<file path="config.mk">
export PLATFORM = sky130hd
export DESIGN_NAME = fat_cluster_chain_manager_flat
export DESIGN_NICKNAME = d
export VERILOG_FILES = /design/src/sv/fccm_pkg.sv /design/src/sv/fccm_ifs.sv /design/src/sv/fat_cluster_chain_manager.sv /design/src/sv/fccm_ram.sv /design/src/sv/fccm_ctrl.sv /design/src/flat_wrapper.sv
export SDC_FILE = /design/constraint.sdc
export NUM_CORES = 2
export LEC_CHECK = 0
export ABC_AREA = 1
export ABC_CLOCK_PERIOD_IN_PS = 13300
export BUFFER_PORTS_ARGS = -buffer_cell sky130_fd_sc_hd__buf_2
export CAP_MARGIN = 0
export CORE_MARGIN = 2
export CORE_UTILIZATION = 57
export DETAILED_ROUTE_END_ITERATION = 6
export PLACE_DENSITY = 0.76
export SYNTH_ARGS = -nofsm -noshare
export SYNTH_HDL_FRONTEND = slang
export SYNTH_SLANG_ARGS = --single-unit
</file>
<file path="constraint.sdc">
create_clock -name clk -period 13.3 [get_ports clk]
set_input_delay 0.665 -clock clk [delete_from_list [all_inputs] [get_ports clk]]
set_output_delay 0.665 -clock clk [all_outputs]
set_load 0.02 [all_outputs]
</file>
<file path="src/sv/fccm_pkg.sv">
// shared types and constants of the cluster chain manager
`default_nettype none

package fccm_pkg;

    localparam int CLUSTERS_DEFAULT = 256;
    localparam logic [8:0] COUNT_MAX = 9'd511;

    typedef enum logic [2:0] {
        REQ_START   = 3'd0,
        REQ_ADVANCE = 3'd1,
        REQ_READ    = 3'd2,
        REQ_FREE    = 3'd3,
        REQ_COUNT   = 3'd4,
        REQ_CLEAR   = 3'd5
    } req_t;

    typedef enum logic [1:0] {
        ST_OK      = 2'd0,
        ST_NO_FREE = 2'd1,
        ST_IS_FREE = 2'd2
    } status_t;

    typedef enum logic [1:0] {
        KIND_FREE = 2'd0,
        KIND_EOC  = 2'd1,
        KIND_LINK = 2'd2
    } kind_t;

    typedef enum logic [2:0] {
        S_CLEAR,
        S_IDLE,
        S_LOOK,
        S_SCAN,
        S_LINK,
        S_WALK,
        S_DONE
    } fsm_t;

    typedef struct packed {
        status_t    status;
        logic [7:0] result_cluster;
        logic       at_end;
        logic [8:0] chain_count;
    } rsp_t;

endpackage

`default_nettype wire

</file>
<file path="src/sv/fccm_ifs.sv">
// request and response channel interfaces
`default_nettype none

interface fccm_req_if;
    logic       valid;
    logic       ready;
    logic [2:0] req_type;
    logic [7:0] cluster;

    modport source (output valid, output req_type, output cluster, input ready);
    modport sink (input valid, input req_type, input cluster, output ready);
endinterface

interface fccm_rsp_if;
    logic       valid;
    logic       ready;
    logic [1:0] status;
    logic [7:0] result_cluster;
    logic       at_end;
    logic [8:0] chain_count;

    modport source (output valid, output status, output result_cluster, output at_end,
                    output chain_count, input ready);
    modport sink (input valid, input status, input result_cluster, input at_end,
                  input chain_count, output ready);
endinterface

`default_nettype wire

</file>
<file path="src/sv/fat_cluster_chain_manager.sv">
// top level of the cluster chain manager: table memory, sequencer and response register
`default_nettype none

// Keeps a file allocation table of CLUSTERS entries in one synchronous RAM (2-bit kind plus
// link). One request is handled at a time and gives exactly one response; the next request
// is taken as soon as the response sits in the output register. After reset the table is
// cleared in a pass over all CLUSTERS entries before the first request is taken; a clear
// request takes the same pass. Start and extend scan the table from entry 0 upward, one
// entry per cycle. Free and count walk the chain one link per cycle. Both rates are set
// by the single read and single write port of the table RAM.
module fat_cluster_chain_manager #(
    parameter int CLUSTERS = fccm_pkg::CLUSTERS_DEFAULT
) (
    input  wire logic   clk,
    input  wire logic   rst_n,
    fccm_req_if.sink    req,
    fccm_rsp_if.source  rsp
);

    import fccm_pkg::*;

    localparam int CW = $clog2(CLUSTERS);
    localparam int EW = CW + 2;

    logic          mem_we;
    logic [CW-1:0] mem_waddr;
    logic [EW-1:0] mem_wdata;
    logic [CW-1:0] mem_raddr;
    logic [EW-1:0] mem_rdata;
    logic          slot_free;
    logic          rsp_load;
    rsp_t          rsp_data;
    logic          out_valid_reg;
    rsp_t          out_data_reg;

    fccm_ram #(
        .WIDTH (EW),
        .DEPTH (CLUSTERS)
    ) u_table (
        .clk   (clk),
        .we    (mem_we),
        .waddr (mem_waddr),
        .wdata (mem_wdata),
        .raddr (mem_raddr),
        .rdata (mem_rdata)
    );

    fccm_ctrl #(
        .CLUSTERS (CLUSTERS)
    ) u_ctrl (
        .clk       (clk),
        .rst_n     (rst_n),
        .req       (req),
        .mem_we    (mem_we),
        .mem_waddr (mem_waddr),
        .mem_wdata (mem_wdata),
        .mem_raddr (mem_raddr),
        .mem_rdata (mem_rdata),
        .slot_free (slot_free),
        .rsp_load  (rsp_load),
        .rsp_data  (rsp_data)
    );

    assign slot_free = !out_valid_reg || rsp.ready;

    always_ff @(posedge clk or negedge rst_n)
    begin
        if (!rst_n)
        begin
            out_valid_reg <= 1'b0;
        end
        else if (rsp_load)
        begin
            out_valid_reg <= 1'b1;
        end
        else if (rsp.ready)
        begin
            out_valid_reg <= 1'b0;
        end
    end

    always_ff @(posedge clk)
    begin
        if (rsp_load)
        begin
            out_data_reg <= rsp_data;
        end
    end

    assign rsp.valid          = out_valid_reg;
    assign rsp.status         = out_data_reg.status;
    assign rsp.result_cluster = out_data_reg.result_cluster;
    assign rsp.at_end         = out_data_reg.at_end;
    assign rsp.chain_count    = out_data_reg.chain_count;

    // one request in flight: an accepted transaction closes the request side
    a_one_in_flight: assert property (@(posedge clk) disable iff (!rst_n)
        (req.valid && req.ready) |=> !req.ready)
        else $error("request accepted while another is in progress");

    a_load_shows: assert property (@(posedge clk) disable iff (!rst_n)
        rsp_load |=> rsp.valid)
        else $error("loaded response not presented");

    a_error_no_count: assert property (@(posedge clk) disable iff (!rst_n)
        (rsp.valid && rsp.status != ST_OK) |-> (rsp.chain_count == 9'd0
            && rsp.result_cluster == 8'd0 && !rsp.at_end))
        else $error("error response carries nonzero fields");

endmodule

`default_nettype wire

</file>
<file path="src/sv/fccm_ram.sv">
// generic simple dual-port ram with registered read
`default_nettype none

module fccm_ram #(
    parameter int WIDTH = 8,
    parameter int DEPTH = 16
) (
    input  wire logic                     clk,
    input  wire logic                     we,
    input  wire logic [$clog2(DEPTH)-1:0] waddr,
    input  wire logic [WIDTH-1:0]         wdata,
    input  wire logic [$clog2(DEPTH)-1:0] raddr,
    output logic      [WIDTH-1:0]         rdata
);

    logic [WIDTH-1:0] mem [DEPTH];

    always_ff @(posedge clk)
    begin
        if (we)
        begin
            mem[waddr] <= wdata;
        end
        rdata <= mem[raddr];
    end

endmodule

`default_nettype wire

</file>
<file path="src/sv/fccm_ctrl.sv">
// request sequencer: table clearing, free scan, chain walks and entry updates
`default_nettype none

module fccm_ctrl #(
    parameter int CLUSTERS = fccm_pkg::CLUSTERS_DEFAULT
) (
    input  wire logic                                   clk,
    input  wire logic                                   rst_n,
    fccm_req_if.sink                                    req,
    output logic                                        mem_we,
    output logic [$clog2(CLUSTERS)-1:0]                 mem_waddr,
    output logic [$clog2(CLUSTERS)+1:0]                 mem_wdata,
    output logic [$clog2(CLUSTERS)-1:0]                 mem_raddr,
    input  wire logic [$clog2(CLUSTERS)+1:0]            mem_rdata,
    input  wire logic                                   slot_free,
    output logic                                        rsp_load,
    output fccm_pkg::rsp_t                              rsp_data
);

    import fccm_pkg::*;

    localparam int CW = $clog2(CLUSTERS);
    localparam int EW = CW + 2;
    localparam int SW = $clog2(CLUSTERS + 1);
    localparam logic [CW-1:0] LAST = CW'(CLUSTERS - 1);

    fsm_t state_reg, state_next;

    logic [2:0]    req_reg, req_next;
    logic [CW-1:0] cur_reg, cur_next;
    logic [CW-1:0] clr_addr_reg, clr_addr_next;
    logic          clr_reply_reg, clr_reply_next;
    logic [CW-1:0] scan_addr_reg, scan_addr_next;
    logic          scan_issued_reg, scan_issued_next;
    logic          rd_pend_reg, rd_pend_next;
    logic [CW-1:0] rd_addr_reg, rd_addr_next;
    logic [CW-1:0] free_reg, free_next;
    logic [SW-1:0] steps_reg, steps_next;
    logic [8:0]    cnt_reg, cnt_next;
    rsp_t          res_reg, res_next;
    logic          fwd_hit_reg;
    logic [EW-1:0] fwd_data_reg;

    logic [EW-1:0] d;
    kind_t         d_kind;
    logic [CW-1:0] d_link;
    logic          accept;
    logic          in_range;
    logic          scan_hit;
    logic          scan_full;
    logic          walk_free;
    logic          walk_end;
    logic [SW-1:0] steps_inc;
    logic [8:0]    cnt_inc;

    // a write to the entry read in the same cycle is forwarded to the next one
    assign d         = fwd_hit_reg ? fwd_data_reg : mem_rdata;
    assign d_kind    = kind_t'(d[EW-1 -: 2]);
    assign d_link    = d[CW-1:0];
    assign accept    = req.valid && req.ready;
    assign in_range  = 32'(req.cluster) < 32'(CLUSTERS);
    assign scan_hit  = rd_pend_reg && (d_kind == KIND_FREE);
    assign scan_full = rd_pend_reg && !scan_hit && (rd_addr_reg == LAST);
    assign walk_free = (d_kind == KIND_FREE);
    assign steps_inc = steps_reg + SW'(1);
    assign walk_end  = walk_free || (d_kind != KIND_LINK) || (steps_inc == SW'(CLUSTERS));
    assign cnt_inc   = (cnt_reg == COUNT_MAX) ? cnt_reg : cnt_reg + 9'd1;
    assign rsp_data  = res_reg;

    // next state
    always_comb
    begin
        state_next = state_reg;
        unique case (state_reg)
            S_CLEAR:
            begin
                if (clr_addr_reg == LAST)
                begin
                    state_next = clr_reply_reg ? S_DONE : S_IDLE;
                end
            end
            S_IDLE:
            begin
                if (accept)
                begin
                    unique case (req.req_type)
                        REQ_START:              state_next = S_SCAN;
                        REQ_ADVANCE, REQ_READ:  state_next = in_range ? S_LOOK : S_DONE;
                        REQ_FREE, REQ_COUNT:    state_next = in_range ? S_WALK : S_DONE;
                        REQ_CLEAR:              state_next = S_CLEAR;
                        default:                state_next = S_DONE;
                    endcase
                end
            end
            S_LOOK:
            begin
                if (d_kind != KIND_FREE && d_kind != KIND_LINK && req_reg == REQ_ADVANCE)
                begin
                    state_next = S_SCAN;
                end
                else
                begin
                    state_next = S_DONE;
                end
            end
            S_SCAN:
            begin
                if (scan_hit)
                begin
                    state_next = (req_reg == REQ_ADVANCE) ? S_LINK : S_DONE;
                end
                else if (scan_full)
                begin
                    state_next = S_DONE;
                end
            end
            S_LINK:
            begin
                state_next = S_DONE;
            end
            S_WALK:
            begin
                if (walk_end)
                begin
                    state_next = S_DONE;
                end
            end
            S_DONE:
            begin
                if (slot_free)
                begin
                    state_next = S_IDLE;
                end
            end
        endcase
    end

    // memory port and handshake outputs
    always_comb
    begin
        mem_we    = 1'b0;
        mem_waddr = clr_addr_reg;
        mem_wdata = '0;
        mem_raddr = scan_addr_reg;
        req.ready = 1'b0;
        rsp_load  = 1'b0;
        unique case (state_reg)
            S_CLEAR:
            begin
                mem_we = 1'b1;
            end
            S_IDLE:
            begin
                req.ready = 1'b1;
                mem_raddr = CW'(req.cluster);
            end
            S_LOOK:
            begin
                mem_raddr = scan_addr_reg;
            end
            S_SCAN:
            begin
                if (scan_hit)
                begin
                    mem_we    = 1'b1;
                    mem_waddr = rd_addr_reg;
                    mem_wdata = {KIND_EOC, {CW{1'b0}}};
                end
            end
            S_LINK:
            begin
                mem_we    = 1'b1;
                mem_waddr = cur_reg;
                mem_wdata = {KIND_LINK, free_reg};
            end
            S_WALK:
            begin
                mem_raddr = d_link;
                if (!walk_free && req_reg == REQ_FREE)
                begin
                    mem_we    = 1'b1;
                    mem_waddr = cur_reg;
                end
            end
            S_DONE:
            begin
                rsp_load = slot_free;
            end
        endcase
    end

    // datapath registers
    always_comb
    begin
        req_next         = req_reg;
        cur_next         = cur_reg;
        clr_addr_next    = clr_addr_reg;
        clr_reply_next   = clr_reply_reg;
        scan_addr_next   = scan_addr_reg;
        scan_issued_next = scan_issued_reg;
        rd_pend_next     = rd_pend_reg;
        rd_addr_next     = rd_addr_reg;
        free_next        = free_reg;
        steps_next       = steps_reg;
        cnt_next         = cnt_reg;
        res_next         = res_reg;
        unique case (state_reg)
            S_CLEAR:
            begin
                clr_addr_next = clr_addr_reg + CW'(1);
                if (clr_addr_reg == LAST)
                begin
                    clr_addr_next  = '0;
                    clr_reply_next = 1'b0;
                end
            end
            S_IDLE:
            begin
                if (accept)
                begin
                    req_next         = req.req_type;
                    cur_next         = CW'(req.cluster);
                    res_next         = '0;
                    steps_next       = '0;
                    cnt_next         = '0;
                    scan_addr_next   = '0;
                    scan_issued_next = 1'b0;
                    rd_pend_next     = 1'b0;
                    if (req.req_type == REQ_CLEAR)
                    begin
                        clr_reply_next = 1'b1;
                    end
                    if (!in_range && (req.req_type == REQ_ADVANCE || req.req_type == REQ_READ
                        || req.req_type == REQ_FREE || req.req_type == REQ_COUNT))
                    begin
                        res_next.status = ST_IS_FREE;
                    end
                end
            end
            S_LOOK:
            begin
                if (d_kind == KIND_FREE)
                begin
                    res_next.status = ST_IS_FREE;
                end
                else if (d_kind == KIND_LINK)
                begin
                    res_next.result_cluster = 8'(d_link);
                end
                else if (req_reg == REQ_READ)
                begin
                    res_next.at_end = 1'b1;
                end
            end
            S_SCAN:
            begin
                // one read issued per cycle, its data checked in the cycle after
                if (!scan_issued_reg)
                begin
                    rd_pend_next     = 1'b1;
                    rd_addr_next     = scan_addr_reg;
                    scan_addr_next   = scan_addr_reg + CW'(1);
                    scan_issued_next = (scan_addr_reg == LAST);
                end
                else
                begin
                    rd_pend_next = 1'b0;
                end
                if (scan_hit)
                begin
                    res_next.result_cluster = 8'(rd_addr_reg);
                    free_next               = rd_addr_reg;
                end
                else if (scan_full)
                begin
                    res_next.status = ST_NO_FREE;
                end
            end
            S_LINK:
            begin
                res_next = res_reg;
            end
            S_WALK:
            begin
                if (!walk_free)
                begin
                    cnt_next   = cnt_inc;
                    steps_next = steps_inc;
                    cur_next   = d_link;
                end
                if (walk_end)
                begin
                    res_next.chain_count = walk_free ? cnt_reg : cnt_inc;
                    if (walk_free && steps_reg == '0)
                    begin
                        res_next.status = ST_IS_FREE;
                    end
                end
            end
            S_DONE:
            begin
                res_next = res_reg;
            end
        endcase
    end

    always_ff @(posedge clk or negedge rst_n)
    begin
        if (!rst_n)
        begin
            state_reg       <= S_CLEAR;
            clr_addr_reg    <= '0;
            clr_reply_reg   <= 1'b0;
            scan_issued_reg <= 1'b0;
            rd_pend_reg     <= 1'b0;
            fwd_hit_reg     <= 1'b0;
        end
        else
        begin
            state_reg       <= state_next;
            clr_addr_reg    <= clr_addr_next;
            clr_reply_reg   <= clr_reply_next;
            scan_issued_reg <= scan_issued_next;
            rd_pend_reg     <= rd_pend_next;
            fwd_hit_reg     <= mem_we && (mem_waddr == mem_raddr);
        end
    end

    always_ff @(posedge clk)
    begin
        req_reg       <= req_next;
        cur_reg       <= cur_next;
        scan_addr_reg <= scan_addr_next;
        rd_addr_reg   <= rd_addr_next;
        free_reg      <= free_next;
        steps_reg     <= steps_next;
        cnt_reg       <= cnt_next;
        res_reg       <= res_next;
        fwd_data_reg  <= mem_wdata;
    end

endmodule

`default_nettype wire
</file>
<file path="src/flat_wrapper.sv">
// flat-port wrapper written by rule: the top's interface ports become plain ports
module fat_cluster_chain_manager_flat import fccm_pkg::*;
#(
    parameter int CLUSTERS = fccm_pkg::CLUSTERS_DEFAULT
)
  (clk, rst_n, req_valid, req_req_type, req_cluster, req_ready, rsp_valid, rsp_status, rsp_result_cluster, rsp_at_end, rsp_chain_count, rsp_ready);
  fccm_req_if req_i ();
  fccm_rsp_if rsp_i ();
  input  wire logic clk;
  input  wire logic rst_n;
  input wire logic [$bits(req_i.valid)-1:0] req_valid;
  input wire logic [$bits(req_i.req_type)-1:0] req_req_type;
  input wire logic [$bits(req_i.cluster)-1:0] req_cluster;
  output wire logic [$bits(req_i.ready)-1:0] req_ready;
  output wire logic [$bits(rsp_i.valid)-1:0] rsp_valid;
  output wire logic [$bits(rsp_i.status)-1:0] rsp_status;
  output wire logic [$bits(rsp_i.result_cluster)-1:0] rsp_result_cluster;
  output wire logic [$bits(rsp_i.at_end)-1:0] rsp_at_end;
  output wire logic [$bits(rsp_i.chain_count)-1:0] rsp_chain_count;
  input wire logic [$bits(rsp_i.ready)-1:0] rsp_ready;
  assign req_i.valid = req_valid;
  assign req_i.req_type = req_req_type;
  assign req_i.cluster = req_cluster;
  assign req_ready = req_i.ready;
  assign rsp_valid = rsp_i.valid;
  assign rsp_status = rsp_i.status;
  assign rsp_result_cluster = rsp_i.result_cluster;
  assign rsp_at_end = rsp_i.at_end;
  assign rsp_chain_count = rsp_i.chain_count;
  assign rsp_i.ready = rsp_ready;
  fat_cluster_chain_manager #(.CLUSTERS(CLUSTERS)) u_core (.clk(clk), .rst_n(rst_n), .req(req_i), .rsp(rsp_i));
endmodule
</file>
==> results.py <==
metrics = {
    "worst_setup_path": {
        "endpoint_kind": "flip-flop",
        "cpMostUsedCell": "nand2_1",
        "crit_arrival_ns": 7.68,
        "cp_max_fo": 119,
        "crit_type": "reg2reg",
        "path_cells": "inv_2 > nand2_1 > nand2_1 > nand2_1 > nand2_8 > nand2_8 > buf_4 > buf_4 > buf_4 > nand2_1 > nand2_1 > nand2_1 > nand3_1 > nand3_1 > nand3_1 > nand3_1 > nand3_1 > nand3_1 > nand2_1",
        "cpPeakStageDelay_ns": 0.92,
        "cp_num_buf_inv": 4,
        "slowest_stage": "buf_4",
        "rr_startpoint": "u_core.u_ctrl.fwd_hit_reg$_DFF_PN0_",
        "cp-startpoint": "u_core.u_ctrl.fwd_hit_reg$_DFF_PN0_",
        "cp_num_cells": 19,
        "r2r_cells": 19,
        "crit_family": "simple AND/OR/NAND/NOR gates",
        "critPathLaunchType": "flip-flop",
        "required_ns": 14.15,
    },
    "min_path": {
        "hold_path_depth": 3,
        "hold_start": "req_cluster[1]",
        "hp-class": "in2reg",
    },
    "synth": {
        "synth_top_area_frac": 0.680,
        "synth_cell_type_count": 47,
        "muxShareOfSynthArea": 0,
        "synth-simple-area-share": 0.229,
        "ys_ff_latch": 2689,
        "yosys_warnings": 0,
        "syn-cell-area_sq_um": 117000,
        "synthCells": 10584,
        "synth_compound_area_frac": 0.0138,
        "synthesis.nets": 10605,
        "yosysSeqAreaShare": 0.687,
        "synthArstFlopShare": 0.00595,
        "synthAdderAreaFrac": 0.000641,
        "synth_edf_count": 2653,
        "synthFlopType": "edfxtp_1",
        "ys_top_cells_by_area": "edfxtp_1 (68%), nand3_1 (9.6%), nand2_1 (7.2%)",
        "syn_avg_cell_area_sq_um": 11.1,
        "synthXorXnorAreaFrac": 0.000972,
        "yosys.area.top_type": "edfxtp_1",
        "synth_top_family_by_area": "simple AND/OR/NAND/NOR gates",
    },
    "cts": {
        "clk_latency_ns": 0.94,
        "cts_root_buf": "clkbuf_16",
        "clockBufferDepth": 4,
        "clkSinkCount": 2689,
        "clkSlewWorstSetupHoldPaths_ns": 0.06,
        "cts_max_level": 5,
        "postCtsSetupRepairBufs": 0,
        "numCtsBuffers": 289,
        "cts_tree": "built",
    },
    "global_route": {
        "grt_pass1_vias": 77938,
        "antenna_found_initial": 7,
        "gr-usage-all-layers": 0.303,
        "grt_max_degree": 199,
        "grt_first_pass_wirelength_um": 480000,
        "grt_overflow": 0,
    },
    "layout": {
        "largest-register": "u_core.u_table.mem",
        "synthToLayoutAreaGrowth_pct": 9.02,
        "layout.cells.most_common_list": "edfxtp_1 (2653), nand3_1 (2251), nand2_1 (2247)",
        "nets": 10356,
        "largest_reg_flops": 2560,
        "mostFrequentLayoutCell": "edfxtp_1",
        "drive_above_1_share": 0.0548,
    },
    "sta": {
        "finalCritPeriodShare": 0.514,
        "finalSetupViolCount": 0,
        "finalSetupTns_ns": 0,
        "tightest_slew_ns": 1.33,
        "max_freq_ghz": 0.146,
        "hold_viol": 0,
        "relSlewSlack": 0.112,
        "whs_ns": 0.113,
        "rsz0062_at_grt": "no",
        "period_minus_slack_ns": 6.83,
        "skew_ns": 0.0500,
        "drv_slew": 0,
    },
    "die": {
        "rows": 166,
        "die_h_um": 457,
        "core_sq_um": 205000,
        "fp.dieW_um": 457,
        "die_area_sq_um": 209000,
        "ios": 37,
        "start_util": 0.573,
    },
    "placed_design": {
        "portBuffers": 36,
        "dp_hpwl_um": 172000,
        "gp_congestion": 0.890,
    },
    "routing": {
        "num_vias": 80586,
        "drtAntennaViolNets": 0,
        "wire_per_inst_um": 24.3,
        "post-route-drc-count": 1,
        "wl_um": 321000,
        "drt-vias-per-instance": 6.09,
        "dr.first_iter.drc_count": 11514,
        "first_pass_iters": 7,
    },
    "power": {
        "peakVddDrop_mv": 0.164,
        "p_leak_uw": 0.0493,
        "powerDensity_nw_per_um2": 203,
    },
    "run": {
        "cap_violations": 0,
    },
    "status": {
        "status": "complete, but fails checks",
        "violations": "design-rule violations",
    },
}
## tightest hold or removal path: cells and delay by family
kind | cells | cell delay (ns)
buffers and inverters | 1 | 0.12
AND/OR/NAND/NOR | 2 | 0.14
## worst paths after layout
path                                                              to  slack (ns)
max                                  u_core.u_table.rdata[9]$_DFF_P_        6.47
min                               u_core.u_ctrl.cur_reg[1]$_DFFE_PP_        0.11
max reg2reg                          u_core.u_table.rdata[9]$_DFF_P_        6.47
min reg2reg                      u_core.rsp.chain_count[7]$_DFFE_PP_        0.41
max in group asynchronous        u_core.u_ctrl.fwd_hit_reg$_DFF_PN0_       12.73
min in group asynchronous  u_core.u_ctrl.scan_issued_reg$_DFFE_PN0P_        0.23
## cell usage after synthesis (3+ instances only)
library cell / count
o211ai_1: 142
nand4_1: 6
xnor2_1: 3
dfxtp_1: 20
clkbuf_1: 279
o21ai_0: 37
inv_2: 14
buf_4: 39
nor2_1: 340
nor2_4: 4
nand3_2: 3
nand3_1: 2251
nand2_1: 2251
xor2_1: 10
nor2_2: 6
nor4_1: 6
buf_2: 280
dfrtp_1: 16
buf_1: 85
inv_1: 1314
a21oi_1: 19
clkinv_1: 5
o21ai_2: 3
nand2_2: 12
o21ai_1: 8
nand3b_1: 722
o22ai_1: 4
nor3_1: 17
a31oi_1: 5
ha_1: 6
edfxtp_1: 2653
## layout make-up
class | count | area, sq um
timing repair buffer | 145 | 1240
multi-input combinational | 5877 | 28800
tap | 2688 | 3360
clock inverter | 126 | 1170
inverter | 1333 | 5040
clock buffer | 362 | 7700
sequential | 2689 | 80500
fill | 15082 | 76800
antenna | 2 | 5.00
## logic make-up (layout without fill, tap and decap cells)
| group | count (synthesis) | in the layout |
|---|---|---|
| and+or+nand+nor | 5623 | 5623 |
| DFF | 2689 | 2689 |
| buffers and inverters | 2018 | 1966 |
| AOI/OAI and AO/OA | 235 | 235 |
| xor gates and xnor gates | 13 | 13 |
| adders and majority gates | 6 | 6 |
| other | 0 | 2 |
## power by group
part	switching [uW]	total (uW)	internal, uW
clock network	3200	7700	4510
registers	107	10200	10000
logic	6170	8020	1850
total	9480	25900	16400
## per-layer routing
| layer | share of wire | vias to the layer above | track usage |
|---|---|---|---|
| met5 | 0.00011 | - | 0 |
| met4 | 0.059 | 6 | 0.169 |
| met3 | 0.12 | 892 | 0.0639 |
| met2 | 0.45 | 5161 | 0.459 |
| met1 | 0.38 | 38806 | 0.411 |
| li1 | - | 35721 | - |
## through the flow
| stage | instances | util | setup slack (ns) | total power (uW) | cell area, sq um |
|---|---|---|---|---|---|
| 6_report | 13222 | 0.624 | 6.47 | 25900 | 128000 |
| 5_1_grt | 13220 | 0.624 | 6.06 | 26800 | 128000 |
| 4_1_cts | 13220 | 0.624 | 6.68 | 25700 | 128000 |
| 3_5_place_dp | 12726 | 0.581 | 6.62 | 18100 | 119000 |
| 3_3_place_gp | 12726 | 0.581 | 6.63 | 18000 | 119000 |
| 2_1_floorplan | 10584 | - | 0.117 | 15400 | 117000 |
## what timing repair did
action | CTS | global route
resized for setup | 0 | 0
hold buffers | 6 | 0
hold endpoints to repair | 21 | 0
Power figures use the tool's default switching activity.
